<file path="src/rtl/eiupl_pkg.sv">
// shared types and codes for the ethernet/ip/udp payload locator
// no dependencies; imported by every module of the block
`default_nettype none

package eiupl_pkg;

    localparam int MAX_FRAME_BYTES_DEF = 65536;

    localparam int UDP_W    = 16;
    localparam int DNS_W    = 17;
    localparam int STATUS_W = 3;

    // result status codes
    localparam logic [STATUS_W-1:0] ST_V4_UDP       = 3'd0;
    localparam logic [STATUS_W-1:0] ST_V6_UDP       = 3'd1;
    localparam logic [STATUS_W-1:0] ST_OTHER_TYPE   = 3'd2;
    localparam logic [STATUS_W-1:0] ST_BAD_LINK     = 3'd3;
    localparam logic [STATUS_W-1:0] ST_V6_BAD_HDR   = 3'd4;
    localparam logic [STATUS_W-1:0] ST_V6_CHAIN_TRC = 3'd5;
    localparam logic [STATUS_W-1:0] ST_FIELDS_TRC   = 3'd6;

    // ethertypes
    localparam logic [15:0] ETH_IPV4 = 16'h0800;
    localparam logic [15:0] ETH_IPV6 = 16'h86DD;

    // ipv6 next header codes
    localparam logic [7:0] NH_HOP_BY_HOP = 8'd0;
    localparam logic [7:0] NH_UDP        = 8'd17;
    localparam logic [7:0] NH_ROUTING    = 8'd43;
    localparam logic [7:0] NH_FRAGMENT   = 8'd44;
    localparam logic [7:0] NH_AUTH       = 8'd51;
    localparam logic [7:0] NH_DEST_OPTS  = 8'd60;

    typedef struct packed {
        logic       last_byte;
        logic [7:0] frame_byte;
    } in_item_t;

    typedef struct packed {
        logic [DNS_W-1:0]    dns_offset;
        logic [UDP_W-1:0]    udp_offset;
        logic [STATUS_W-1:0] status;
    } result_t;

endpackage

`default_nettype wire

</file>
<file path="src/rtl/eiupl_in_stage.sv">
// input register for the frame byte stream
// uses eiupl_pkg for the item type
`default_nettype none

module eiupl_in_stage (
    input  wire logic               aclk,
    input  wire logic               aresetn,
    input  wire logic               s_tvalid,
    output logic                    s_tready,
    input  wire logic [7:0]         s_tdata,   // [7:0] frame_byte
    input  wire logic               s_tlast,   // last_byte
    input  wire logic               take,
    output logic                    item_valid,
    output eiupl_pkg::in_item_t     item
);
    import eiupl_pkg::*;

    logic     valid_reg;
    in_item_t item_reg;

    assign s_tready   = !valid_reg || take;
    assign item_valid = valid_reg;
    assign item       = item_reg;

    always_ff @(posedge aclk) begin
        if (!aresetn) begin
            valid_reg <= 1'b0;
        end else if (s_tready) begin
            valid_reg <= s_tvalid;
        end
    end

    always_ff @(posedge aclk) begin
        if (s_tvalid && s_tready) begin
            item_reg.frame_byte <= s_tdata;
            item_reg.last_byte  <= s_tlast;
        end
    end

endmodule

`default_nettype wire

</file>
<file path="src/rtl/eiupl_parser.sv">
// per-byte header walk: ethertype, ipv4 ihl, ipv6 extension header chain
// uses eiupl_pkg for codes and types; holds the link type register
`default_nettype none

module eiupl_parser #(
    parameter int MAX_FRAME_BYTES = eiupl_pkg::MAX_FRAME_BYTES_DEF
) (
    input  wire logic                aclk,
    input  wire logic                aresetn,
    input  wire logic                cfg_we,
    input  wire logic                cfg_wdata,
    input  wire logic                advance,
    input  wire eiupl_pkg::in_item_t item,
    output eiupl_pkg::result_t       result
);
    import eiupl_pkg::*;

    localparam int POS_W = $clog2(MAX_FRAME_BYTES + 1);
    // a header start can pass the frame limit by one maximal header
    localparam int EXT_W = $clog2(MAX_FRAME_BYTES + 2056 + 1);

    typedef enum logic [2:0] {
        PH_ETH, PH_V4, PH_V6, PH_CHAIN, PH_CHAIN_LEN, PH_DONE
    } phase_t;

    phase_t              phase_reg, phase_next;
    logic [POS_W-1:0]    pos_reg, pos_next;
    logic [7:0]          type_high_reg, type_high_next;
    logic [7:0]          pending_nh_reg, pending_nh_next;
    logic [7:0]          staged_nh_reg, staged_nh_next;
    logic [EXT_W-1:0]    ext_start_reg, ext_start_next;
    logic [UDP_W-1:0]    found_udp_reg, found_udp_next;
    logic [STATUS_W-1:0] latched_status_reg, latched_status_next;
    logic                link_is_ethernet_reg;

    logic [16:0]         pos17;
    logic [EXT_W-1:0]    pos_x;
    logic [7:0]          b;
    logic [STATUS_W-1:0] res_status;
    logic [UDP_W-1:0]    res_udp;

    function automatic logic is_ext_header(input logic [7:0] nh);
        return nh == NH_HOP_BY_HOP || nh == NH_ROUTING || nh == NH_DEST_OPTS ||
               nh == NH_FRAGMENT || nh == NH_AUTH;
    endfunction

    assign pos17 = 17'(pos_reg);
    assign pos_x = EXT_W'(pos_reg);
    assign b     = item.frame_byte;

    always_comb begin
        phase_next          = phase_reg;
        pos_next            = pos_reg;
        type_high_next      = type_high_reg;
        pending_nh_next     = pending_nh_reg;
        staged_nh_next      = staged_nh_reg;
        ext_start_next      = ext_start_reg;
        found_udp_next      = found_udp_reg;
        latched_status_next = latched_status_reg;

        if (pos_reg != POS_W'(MAX_FRAME_BYTES)) begin
            pos_next = pos_reg + POS_W'(1);
            unique case (phase_reg)
                PH_ETH: begin
                    if (pos17 == 17'd12) begin
                        type_high_next = b;
                    end else if (pos17 == 17'd13) begin
                        if ({type_high_reg, b} == ETH_IPV4) begin
                            phase_next = PH_V4;
                        end else if ({type_high_reg, b} == ETH_IPV6) begin
                            phase_next = PH_V6;
                        end else begin
                            latched_status_next = ST_OTHER_TYPE;
                            found_udp_next      = '0;
                            phase_next          = PH_DONE;
                        end
                    end
                end
                PH_V4: begin
                    if (pos17 == 17'd14) begin
                        latched_status_next = ST_V4_UDP;
                        found_udp_next      = 16'd14 + {10'd0, b[3:0], 2'b00};
                        phase_next          = PH_DONE;
                    end
                end
                PH_V6: begin
                    if (pos17 == 17'd20) begin
                        if (b == NH_UDP) begin
                            latched_status_next = ST_V6_UDP;
                            found_udp_next      = 16'd54;
                            phase_next          = PH_DONE;
                        end else if (is_ext_header(b)) begin
                            pending_nh_next = b;
                            ext_start_next  = EXT_W'(54);
                            phase_next      = PH_CHAIN;
                        end else begin
                            latched_status_next = ST_V6_BAD_HDR;
                            found_udp_next      = '0;
                            phase_next          = PH_DONE;
                        end
                    end
                end
                PH_CHAIN: begin
                    if (pos_x == ext_start_reg) begin
                        if (pending_nh_reg == NH_UDP) begin
                            latched_status_next = ST_V6_UDP;
                            found_udp_next      = pos17[15:0];
                            phase_next          = PH_DONE;
                        end else if (is_ext_header(pending_nh_reg)) begin
                            staged_nh_next = b;
                            phase_next     = PH_CHAIN_LEN;
                        end else begin
                            latched_status_next = ST_V6_BAD_HDR;
                            found_udp_next      = '0;
                            phase_next          = PH_DONE;
                        end
                    end
                end
                PH_CHAIN_LEN: begin
                    if (pending_nh_reg == NH_FRAGMENT) begin
                        if (pos_x == ext_start_reg + EXT_W'(7)) begin
                            ext_start_next  = ext_start_reg + EXT_W'(8);
                            pending_nh_next = staged_nh_reg;
                            phase_next      = PH_CHAIN;
                        end
                    end else if (pos_x == ext_start_reg + EXT_W'(1)) begin
                        if (pending_nh_reg == NH_AUTH) begin
                            ext_start_next = ext_start_reg +
                                             EXT_W'({9'(b) + 9'd2, 2'b00});
                        end else begin
                            ext_start_next = ext_start_reg +
                                             EXT_W'({9'(b) + 9'd1, 3'b000});
                        end
                        pending_nh_next = staged_nh_reg;
                        phase_next      = PH_CHAIN;
                    end
                end
                PH_DONE: begin
                end
                default: begin
                end
            endcase
        end

        // frame end verdict
        if (!link_is_ethernet_reg) begin
            res_status = ST_BAD_LINK;
            res_udp    = '0;
        end else if (phase_next == PH_DONE) begin
            res_status = latched_status_next;
            res_udp    = found_udp_next;
        end else if (phase_next == PH_CHAIN || phase_next == PH_CHAIN_LEN) begin
            res_status = ST_V6_CHAIN_TRC;
            res_udp    = '0;
        end else begin
            res_status = ST_FIELDS_TRC;
            res_udp    = '0;
        end
        result.status = res_status;
        if (res_status == ST_V4_UDP || res_status == ST_V6_UDP) begin
            result.udp_offset = res_udp;
            result.dns_offset = 17'(res_udp) + 17'd8;
        end else begin
            result.udp_offset = '0;
            result.dns_offset = '0;
        end
    end

    always_ff @(posedge aclk) begin
        if (!aresetn) begin
            link_is_ethernet_reg <= 1'b1;
        end else if (cfg_we) begin
            link_is_ethernet_reg <= cfg_wdata;
        end
    end

    always_ff @(posedge aclk) begin
        if (!aresetn || (advance && item.last_byte)) begin
            phase_reg          <= PH_ETH;
            pos_reg            <= '0;
            type_high_reg      <= '0;
            pending_nh_reg     <= '0;
            staged_nh_reg      <= '0;
            ext_start_reg      <= '0;
            found_udp_reg      <= '0;
            latched_status_reg <= ST_FIELDS_TRC;
        end else if (advance) begin
            phase_reg          <= phase_next;
            pos_reg            <= pos_next;
            type_high_reg      <= type_high_next;
            pending_nh_reg     <= pending_nh_next;
            staged_nh_reg      <= staged_nh_next;
            ext_start_reg      <= ext_start_next;
            found_udp_reg      <= found_udp_next;
            latched_status_reg <= latched_status_next;
        end
    end

endmodule

`default_nettype wire

</file>
<file path="src/rtl/eiupl_out_stage.sv">
// result register driving the master side
// uses eiupl_pkg for the result type
`default_nettype none

module eiupl_out_stage (
    input  wire logic               aclk,
    input  wire logic               aresetn,
    input  wire logic               load,
    input  wire eiupl_pkg::result_t result,
    output logic                    out_free,
    output logic                    m_tvalid,
    input  wire logic               m_tready,
    output logic [39:0]             m_tdata   // [2:0] status, [18:3] udp_offset,
                                              // [35:19] dns_offset
);
    import eiupl_pkg::*;

    logic    valid_reg;
    result_t result_reg;

    assign out_free = !valid_reg || m_tready;
    assign m_tvalid = valid_reg;
    assign m_tdata  = {4'd0, result_reg};

    always_ff @(posedge aclk) begin
        if (!aresetn) begin
            valid_reg <= 1'b0;
        end else if (load) begin
            valid_reg <= 1'b1;
        end else if (m_tready) begin
            valid_reg <= 1'b0;
        end
    end

    always_ff @(posedge aclk) begin
        if (load) begin
            result_reg <= result;
        end
    end

endmodule

`default_nettype wire

</file>
<file path="src/rtl/ethernet_ip_udp_payload_locator_core.sv">
// top level of the ethernet/ip/udp payload locator
// uses eiupl_pkg, eiupl_in_stage, eiupl_parser and eiupl_out_stage
//
// usage:
//   s_ carries frame bytes in order from the ethernet header, s_tlast on the
//   last byte of each frame. every request with s_tlast high yields exactly
//   one request on m_: status, udp offset and dns payload offset.
//   cfg_we/cfg_wdata write link_is_ethernet (reset 1) while the block is idle.
//   throughput is one byte per cycle unless a last byte waits on a full
//   output register; each byte is parsed between the input register and
//   the parser state, and the result goes to the output register in the
//   same step. m_tvalid comes from the output register, behind the input one.
//   if m_ stalls, one result waits in the output register while further
//   bytes of the next frame keep flowing; s_tready drops only when a last
//   byte finds the output register still full.
//   synchronous active-low reset empties both registers, sets the link type
//   to ethernet and starts a fresh frame.
`default_nettype none

module ethernet_ip_udp_payload_locator_core #(
    parameter int MAX_FRAME_BYTES = eiupl_pkg::MAX_FRAME_BYTES_DEF
) (
    input  wire logic        aclk,
    input  wire logic        aresetn,
    input  wire logic        cfg_we,
    input  wire logic        cfg_wdata,  // link_is_ethernet
    input  wire logic        s_tvalid,
    output logic             s_tready,
    input  wire logic [7:0]  s_tdata,    // [7:0] frame_byte
    input  wire logic        s_tlast,    // last_byte
    output logic             m_tvalid,
    input  wire logic        m_tready,
    output logic [39:0]      m_tdata     // [2:0] status, [18:3] udp_offset,
                                         // [35:19] dns_offset
);
    import eiupl_pkg::*;

    logic     item_valid;
    in_item_t item;
    logic     out_free;
    logic     advance;
    logic     load;
    result_t  result;

    assign advance = item_valid && (!item.last_byte || out_free);
    assign load    = advance && item.last_byte;

    eiupl_in_stage u_in_stage (
        .aclk       (aclk),
        .aresetn    (aresetn),
        .s_tvalid   (s_tvalid),
        .s_tready   (s_tready),
        .s_tdata    (s_tdata),
        .s_tlast    (s_tlast),
        .take       (advance),
        .item_valid (item_valid),
        .item       (item)
    );

    eiupl_parser #(
        .MAX_FRAME_BYTES (MAX_FRAME_BYTES)
    ) u_parser (
        .aclk      (aclk),
        .aresetn   (aresetn),
        .cfg_we    (cfg_we),
        .cfg_wdata (cfg_wdata),
        .advance   (advance),
        .item      (item),
        .result    (result)
    );

    eiupl_out_stage u_out_stage (
        .aclk     (aclk),
        .aresetn  (aresetn),
        .load     (load),
        .result   (result),
        .out_free (out_free),
        .m_tvalid (m_tvalid),
        .m_tready (m_tready),
        .m_tdata  (m_tdata)
    );

`ifndef SYNTHESIS
    a_load_shows: assert property (@(posedge aclk) disable iff (!aresetn)
        load |=> m_tvalid)
        else $error("frame end did not reach the output register");

    a_request_held: assert property (@(posedge aclk) disable iff (!aresetn)
        (s_tvalid && s_tready) |=> item_valid)
        else $error("accepted byte lost at the input register");

    a_no_overwrite: assert property (@(posedge aclk) disable iff (!aresetn)
        (m_tvalid && !m_tready) |-> !load)
        else $error("pending result overwritten");

    a_dns_follows_udp: assert property (@(posedge aclk) disable iff (!aresetn)
        (m_tvalid && (m_tdata[2:0] == ST_V4_UDP || m_tdata[2:0] == ST_V6_UDP))
        |-> (m_tdata[35:19] == 17'(m_tdata[18:3]) + 17'd8))
        else $error("dns offset does not follow udp offset");
`endif

endmodule

`default_nettype wire

</file>
<file path="config.mk">
export PLATFORM = sky130hd
export DESIGN_NAME = ethernet_ip_udp_payload_locator_core
export DESIGN_NICKNAME = d
export VERILOG_FILES = /design/src/rtl/eiupl_pkg.sv /design/src/rtl/eiupl_in_stage.sv /design/src/rtl/eiupl_parser.sv /design/src/rtl/eiupl_out_stage.sv /design/src/rtl/ethernet_ip_udp_payload_locator_core.sv
export SDC_FILE = /design/constraint.sdc
export NUM_CORES = 1
export LEC_CHECK = 0
export ABC_AREA = 1
export BUFFER_PORTS_ARGS = -buffer_cell sky130_fd_sc_hd__buf_2
export CAP_MARGIN = 25
export CORE_ASPECT_RATIO = 1.75
export CORE_MARGIN = 2
export CORE_UTILIZATION = 62
export DETAILED_ROUTE_END_ITERATION = 10
export GPL_ROUTABILITY_DRIVEN = 0
export PLACE_DENSITY = 0.93
export SYNTH_ARGS = -nofsm -noshare
export SYNTH_HDL_FRONTEND = slang
export SYNTH_SLANG_ARGS = --single-unit
</file>
<file path="constraint.sdc">
create_clock -name aclk -period 4.4 [get_ports aclk]
set_input_delay 0.88 -clock aclk [delete_from_list [all_inputs] [get_ports aclk]]
set_output_delay 0.88 -clock aclk [all_outputs]
set_load 0.01 [all_outputs]
</file>
==> results.md, run 1 <==
* Status: finished, violations left
* Failing checks: DRC
* Fillers at 1061
* WP data required at 4590 ps
* Final net count at 1366
* DRT iter0 DRCs at 1160
* Worst slew pin tran at 662 ps
* CTS resizes at 0
* Worst-path cell chain: ha_1, nand3_2, nor2_2, nand2_1, nand2_1, nand3_1, nor2_1, nand2_1, nor2_1, nand2_1, nand2_1, nand2_1, nand2_1, a21oi_2, nor2_4, inv_1, nor2_1, ha_1, nand3_4, nor2_4, nand4_1, nor2_1, nor2_1
* Worst-path maximum fanout at 9
* Post-Place Cells at 1475
* Drt total wl at 26.4 mm
* Stages on the worst setup path at 23
* Worst slack at placement at 520 ps
* N_diodes at 0
* Most frequent cells in the layout: nand2_1 (263), inv_1 (164), nor2_1 (153)
* H-tree levels at 4
* Fraction of layout cells with a size suffix above 1 at 0.127
* FF+latch count, synth at 124
* Critical path type: flop to flop
* Max Cap Viol at 0
* Initial Util at 0.629
* Largest net degree at the start of global routing at 38
* Setup Fix Bufs, Post-CTS at 0
* Final setup margin at 142 ps
* Worst IR Drop VDD at 302 uV
* Tot GR Track Use at 0.362
* DPL Wire Length at 18.2 mm
* Drt pass-1 iters at 11
* DRC Markers at 1
* Finished Layout Cells at 1507
* Vias per std cell at 6.19
* Synth async-reset ratio at 0
* Fin Clk Skew at 10.9 ps
* Max FFs per register at 33
* Total Power at 2.97 mW
* Drt wl/cell at 17.5 um
* RSZ-0062 raised after global routing: false
* Die Y at 161 um
* Most used cell, CP: nand2_1
* Highest clock rate at 235 MHz
* Register-to-Register Path Depth at 23
* Routed via count at 9327
* Mapped Cells at 1274
* Core footprint at 13800 um2
* Root Driver: clkbuf_16
* Syn avg cell area at 6.83 um2
* Row cnt at 57
* Slowest-stage cell, CP: dfxtp_1
* Setup Viol. Count Final at 0
* Area growth syn-to-layout at 11.4%
* Leakage at 4.38 nW
* Worst setup SP type: flop
* Synth cell types at 55
* Remaining Overflow, GRT at 0
* ANT nets after route at 0
* Commonest non-fill, non-tap cell in the layout: nand2_1
* Fin crit share at 0.968
* Most used DFF post-synth: dfxtp_1
* I/O pins at 57
* CTS clk-pin slew, worst paths at 60 ps
* IO buf count at 52
* Slew Viols, Final at 0
* Worst stage delay on the critical path at 530 ps
* Hold Path Stages at 2
* Vias in the first global route at 9301
* YS warnings at 0
* Worst path bufs/invs at 1
* Slew headroom at 0.555
* CTS sink cnt at 124
* First-pass GRT wire length at 42.9 mm
* Pwr dens at 306 nW/um2
* Crit. End Element: flop
* Hold WC Path Type: flop to flop
* DIE WIDTH at 93.6 um
* Die ar. at 15000 um2
* Clock latency at the later pin of the worst-skew pair at 430 ps
* CTS tree: yes
* Post-synth EDFFs at 42
* Layout Utilization at 0.701
* Initial antenna violation count at 0
* Crit path time final at 4260 ps
* Setup TNS at 0 ps
* Syn Std Cell Area at 8700 um2
* Sequential area share after synthesis at 0.333
* Max clock buf depth at 2
* WP data arrival at 4450 ps
* Total CTS buffers at 17
* Delay-heaviest family, CP: simple AND/OR/NAND/NOR gates
* Final hold viol count at 0
* Hold buffers post-CTS at 0
-- cell type report --
class,count,area (um2),area share
Clock inverter,13,151,0.0156
Tap cell,177,221,0.0228
Timing Repair Buffer,68,400,0.0413
Sequential cell,124,2900,0.299
Multi-Input combinational cell,923,4870,0.502
Clock buffer,19,464,0.0479
Inverter,183,692,0.0713
-- power breakdown --
group / total [mW] / internal (mW) / switching, mW
combinational: 0.251 / 0.0777 / 0.173
clock: 1.48 / 0.896 / 0.582
sequential: 1.24 / 1.21 / 0.0261
-- stage by stage --
stage	hold slack, ps	instance area, um2
floorplan	428	8720
global placement	437	9050
detailed placement	453	9080
CTS	477	9700
global route	496	9700
finish	476	9700
-- worst paths after layout --
path	startpoint	end	slack (ps)
max	u_parser.ext_start_reg[4]	u_out_stage.m_tdata[32]	140
min	u_parser.latched_status_reg[2]	u_parser.latched_status_reg[2]	480
max reg2reg	u_parser.ext_start_reg[4]	u_out_stage.m_tdata[32]	140
min reg2reg	u_parser.latched_status_reg[2]	u_parser.latched_status_reg[2]	480
-- per-layer routing --
layer  part of all wire  global-route usage  vias to the layer above
met3              0.083              0.0868                      247
met1               0.32               0.357                     4106
met4              0.097               0.320                        0
met5                  0                   0                        -
met2               0.49               0.616                      676
li1                   -                   -                     4298
-- worst min-delay path, stage by stage, from the launching register on --
cell and delay [ps]:
dfxtp_1 330, a21oi_1 50, o21ai_0 60
-- kinds of logic (layout without fill, tap and decap cells) --
| family | after synthesis | in the layout | synth area share |
|---|---|---|---|
| buffers and inverters | 230 | 283 | 0.109 |
| adder cells (fa/ha/maj) | 34 | 34 | 0.0506 |
| flip-flops | 124 | 124 | 0.333 |
| AO/OA/AOI/OAI | 257 | 257 | 0.165 |
| other | 1 | 4 | 0.000431 |
| XOR/XNOR | 31 | 31 | 0.0321 |
| AND/OR/NAND/NOR | 597 | 597 | 0.310 |
-- cell usage after synthesis (2+ instances only) --
cell / number / share of area
a211oi_1: 16 / 0.014
inv_1: 164 / 0.071
buf_2: 9 / 0.0052
o211ai_1: 11 / 0.0095
nor4_1: 3 / 0.0022
or2_2: 3 / 0.0022
nor3_1: 36 / 0.021
a21oi_1: 103 / 0.059
o21ai_0: 92 / 0.053
nor2_4: 5 / 0.0065
o21a_1: 2 / 0.0017
nor2_1: 153 / 0.066
a21o_1: 2 / 0.0017
edfxtp_1: 42 / 0.14
xnor2_1: 5 / 0.0050
buf_4: 14 / 0.012
a21oi_2: 4 / 0.0040
o21ai_1: 3 / 0.0017
ha_1: 32 / 0.046
buf_1: 3 / 0.0013
nand3b_1: 5 / 0.0043
dfxtp_1: 82 / 0.19
nand3_1: 65 / 0.037
nor3b_1: 2 / 0.0017
nand3_2: 5 / 0.0057
o221ai_1: 2 / 0.0020
nand4_2: 2 / 0.0029
nor3_2: 6 / 0.0069
nand2_2: 5 / 0.0036
nand4_1: 27 / 0.019
xor2_1: 25 / 0.025
nor2_2: 12 / 0.0086
nand2_1: 263 / 0.11
clkbuf_1: 19 / 0.0082
fa_1: 2 / 0.0046
a31oi_1: 6 / 0.0043
buf_6: 2 / 0.0026
o22ai_1: 8 / 0.0057
inv_2: 18 / 0.0078
Note: power is estimated with default switching activity, not from simulation.
==> run 2, diff against run 1 <==
--- a/config.mk
+++ b/config.mk
@@ -6,13 +6,14 @@
 export NUM_CORES = 1
 export LEC_CHECK = 0
 export ABC_AREA = 1
-export BUFFER_PORTS_ARGS = -buffer_cell sky130_fd_sc_hd__buf_2
+export BUFFER_PORTS_ARGS = -buffer_cell sky130_fd_sc_hd__clkbuf_2
 export CAP_MARGIN = 25
 export CORE_ASPECT_RATIO = 1.75
 export CORE_MARGIN = 2
 export CORE_UTILIZATION = 62
 export DETAILED_ROUTE_END_ITERATION = 10
 export GPL_ROUTABILITY_DRIVEN = 0
+export HOLD_SLACK_MARGIN = 0.02
 export PLACE_DENSITY = 0.93
 export SYNTH_ARGS = -nofsm -noshare
 export SYNTH_HDL_FRONTEND = slang
==> run 2 against run 1 <==
- the run now ends clean
- clock-buffer cell count fell by 2
- largest power group unchanged
- total power rose by 1.8%
- utilization did not move
- register-to-register slack improved by 140 ps
- via count fell by 0.60%
- largest cell class unchanged
- final cell count fell by 0.20%
- combinational power barely moved
- worst hold slack got worse by 19 ps
==> results.md, run 2 (synthesis gave the netlist of run 1 again) <==
* CTS clk-pin slew, worst paths at 60 ps (about the same)
* Vias per std cell at 6.16 (-0.40%)
* DIE WIDTH at 93.6 um (unchanged)
* Critical path type: flop to flop
* Hold WC Path Type: flop to flop
* Switching power total at 0.773 mW (-1.1%)
* Total CTS buffers at 17 (unchanged)
* Die Y at 161 um (unchanged)
* Slowest-stage cell, CP: edfxtp_1
* Root Driver: clkbuf_16
* Setup Fix Bufs, Post-CTS at 0 (unchanged)
* Max FFs per register at 33 (unchanged)
* Post-place instance area at 9060 um2 (-0.25%)
* Sw Ratio at 0.256 (-0.00746)
* Commonest non-fill, non-tap cell in the layout: nand2_1
* Crit path time final at 4120 ps (-138 ps)
* Register-to-Register Path Depth at 22 (-4.3%)
* Row cnt at 57 (unchanged)
* Crit. End Element: flop
* Stages on the worst setup path at 22 (-4.3%)
* Worst stage delay on the critical path at 580 ps (+50 ps)
* Status: finished clean
* IO buf count at 52 (unchanged)
* Hold buffers post-CTS at 0 (unchanged)
* Worst-path maximum fanout at 26 (+17)
* Slew Viols, Final at 0 (unchanged)
* Remaining Overflow, GRT at 0 (unchanged)
* Most frequent cells in the layout: nand2_1 (263), inv_1 (163), nor2_1 (153)
* Fraction of layout cells with a size suffix above 1 at 0.125 (-0.00197)
* Setup Viol. Count Final at 0 (unchanged)
* CTS sink cnt at 124 (unchanged)
* H-tree levels at 4 (unchanged)
* Finished Layout Cells at 1504 (-0.20%)
* Final instance area at 9700 um2 (unchanged)
* Clk pwr share at 0.507 (+0.009)
* Delay-heaviest family, CP: simple AND/OR/NAND/NOR gates
* CTS tree: yes
* Drt wl/cell at 17.0 um (-2.8%)
* Highest clock rate at 243 MHz (+3.3%)
* WP data required at 4670 ps (+80 ps)
* Worst slack at placement at 545 ps (+24.3 ps)
* Worst IR Drop VDD at 273 uV (-9.7%)
* Drt total wl at 25.6 mm (-3.0%)
* Clock latency at the later pin of the worst-skew pair at 430 ps (about the same)
* CTS resizes at 0 (unchanged)
* DRC Markers at 0 (-1)
* I/O pins at 57 (unchanged)
* Initial antenna violation count at 0 (unchanged)
* Drt pass-1 iters at 8 (-3)
* Area growth syn-to-layout at 11.4% (unchanged)
* Most used cell, CP: nand2_1
* Routed via count at 9271 (-0.60%)
* Internal power at 2.25 mW (+2.8%)
* Initial Util at 0.629 (unchanged)
* Multi-input gate area at 4870 um2 (unchanged)
* Worst-path cell chain: clkinvlp_4, ha_1, inv_1, a21oi_1, nand2_1, nand2_1, a21boi_2, nand2_1, nand2_1, inv_1, nor2_1, nand2_1, nand2_1, nand3_2, nor2_4, buf_4, nand2_1, inv_1, nand3_2, inv_1, nand2_1, nor2_1
* Leakage at 4.37 nW (-0.23%)
* Combinational share of power at 0.083 (-0.002)
* Max clock buf depth at 2 (unchanged)
* Post-Place Cells at 1472 (-0.20%)
* Final setup margin at 280 ps (+138 ps)
* Sequential cell area at 2900 um2 (unchanged)
* ANT nets after route at 0 (unchanged)
* Max Cap Viol at 0 (unchanged)
* WP data arrival at 4390 ps (-60 ps)
* Die ar. at 15000 um2 (unchanged)
* Flop pwr share at 0.410 (-0.007)
* Layout Utilization at 0.701 (unchanged)
* DPL Wire Length at 17.9 mm (-1.7%)
* Final net count at 1363 (-0.22%)
* Fin Clk Skew at 10.3 ps (-0.591 ps)
* Worst slew pin tran at 987 ps (+325 ps)
* Fin crit share at 0.936 (-0.0313)
* N_diodes at 0 (unchanged)
* Vias in the first global route at 8907 (-4.2%)
* Hold Path Stages at 2 (unchanged)
* Worst setup SP type: flop
* DRT iter0 DRCs at 1057 (-8.9%)
* Largest net degree at the start of global routing at 37 (-2.6%)
* Final hold viol count at 0 (unchanged)
* Slew headroom at 0.342 (-0.213)
* Worst path bufs/invs at 6 (+5)
* Tot GR Track Use at 0.340 (-0.0224)
* Core footprint at 13800 um2 (unchanged)
* First-pass GRT wire length at 40.7 mm (-5.3%)
* Fillers at 1073 (+1.1%)
* Pwr dens at 311 nW/um2 (+1.8%)
==> run 2: layer usage <==
| metal | GRT usage | wire length, um | share of wire | vias up |
|---|---|---|---|---|
| met5 | 0 | 0 | 0 | - |
| met4 | 0.304 | 2570 | 0.10 | 0 |
| met1 | 0.331 | 8200 | 0.32 | 4093 |
| li1 | - | - | - | 4296 |
| met2 | 0.582 | 12600 | 0.49 | 667 |
| met3 | 0.0779 | 2210 | 0.086 | 215 |
==> run 2: final cells by class <==
class,count,share of cell area
clock buffers,17,0.0439
clock inverters,15,0.0215
inverters,183,0.0717
multi-input cells,923,0.502
flip-flops and latches,124,0.299
well taps,177,0.0228
repair buffers,65,0.0390
==> run 2: power groups by stage <==
stage	Sequential [mW]	Combinational (mW)	Clock [mW]
5_1_grt	1.24	0.274	1.57
2_1_floorplan	1.25	0.171	0
3_3_place_gp	1.26	0.227	0
3_5_place_dp	1.26	0.236	0
4_1_cts	1.24	0.242	1.52
6_report	1.24	0.251	1.53
==> run 2: tightest hold or removal path, stage by stage, from the launching register on <==
cell and delay [ps]:
dfxtp_1 310, o21ai_0 70, nor2_1 40
==> run 2: final timing paths <==
check                       startpoint                        end  slack (ps)
max                 u_in_stage.item[0]    u_out_stage.m_tdata[33]         280
min          u_parser.found_udp_reg[0]  u_parser.found_udp_reg[0]         460
max reg2reg         u_in_stage.item[0]    u_out_stage.m_tdata[33]         280
min reg2reg  u_parser.found_udp_reg[0]  u_parser.found_udp_reg[0]         460
==> run 2: per-stage QoR <==
step	power (mW)	hold WS, ps	TNS (ps)
after floorplan	1.42	428	0
after global placement	1.49	437	0
after detailed placement	1.50	443	0
after CTS	3.00	454	0
after global routing	3.08	479	-5.52
final	3.02	457	0
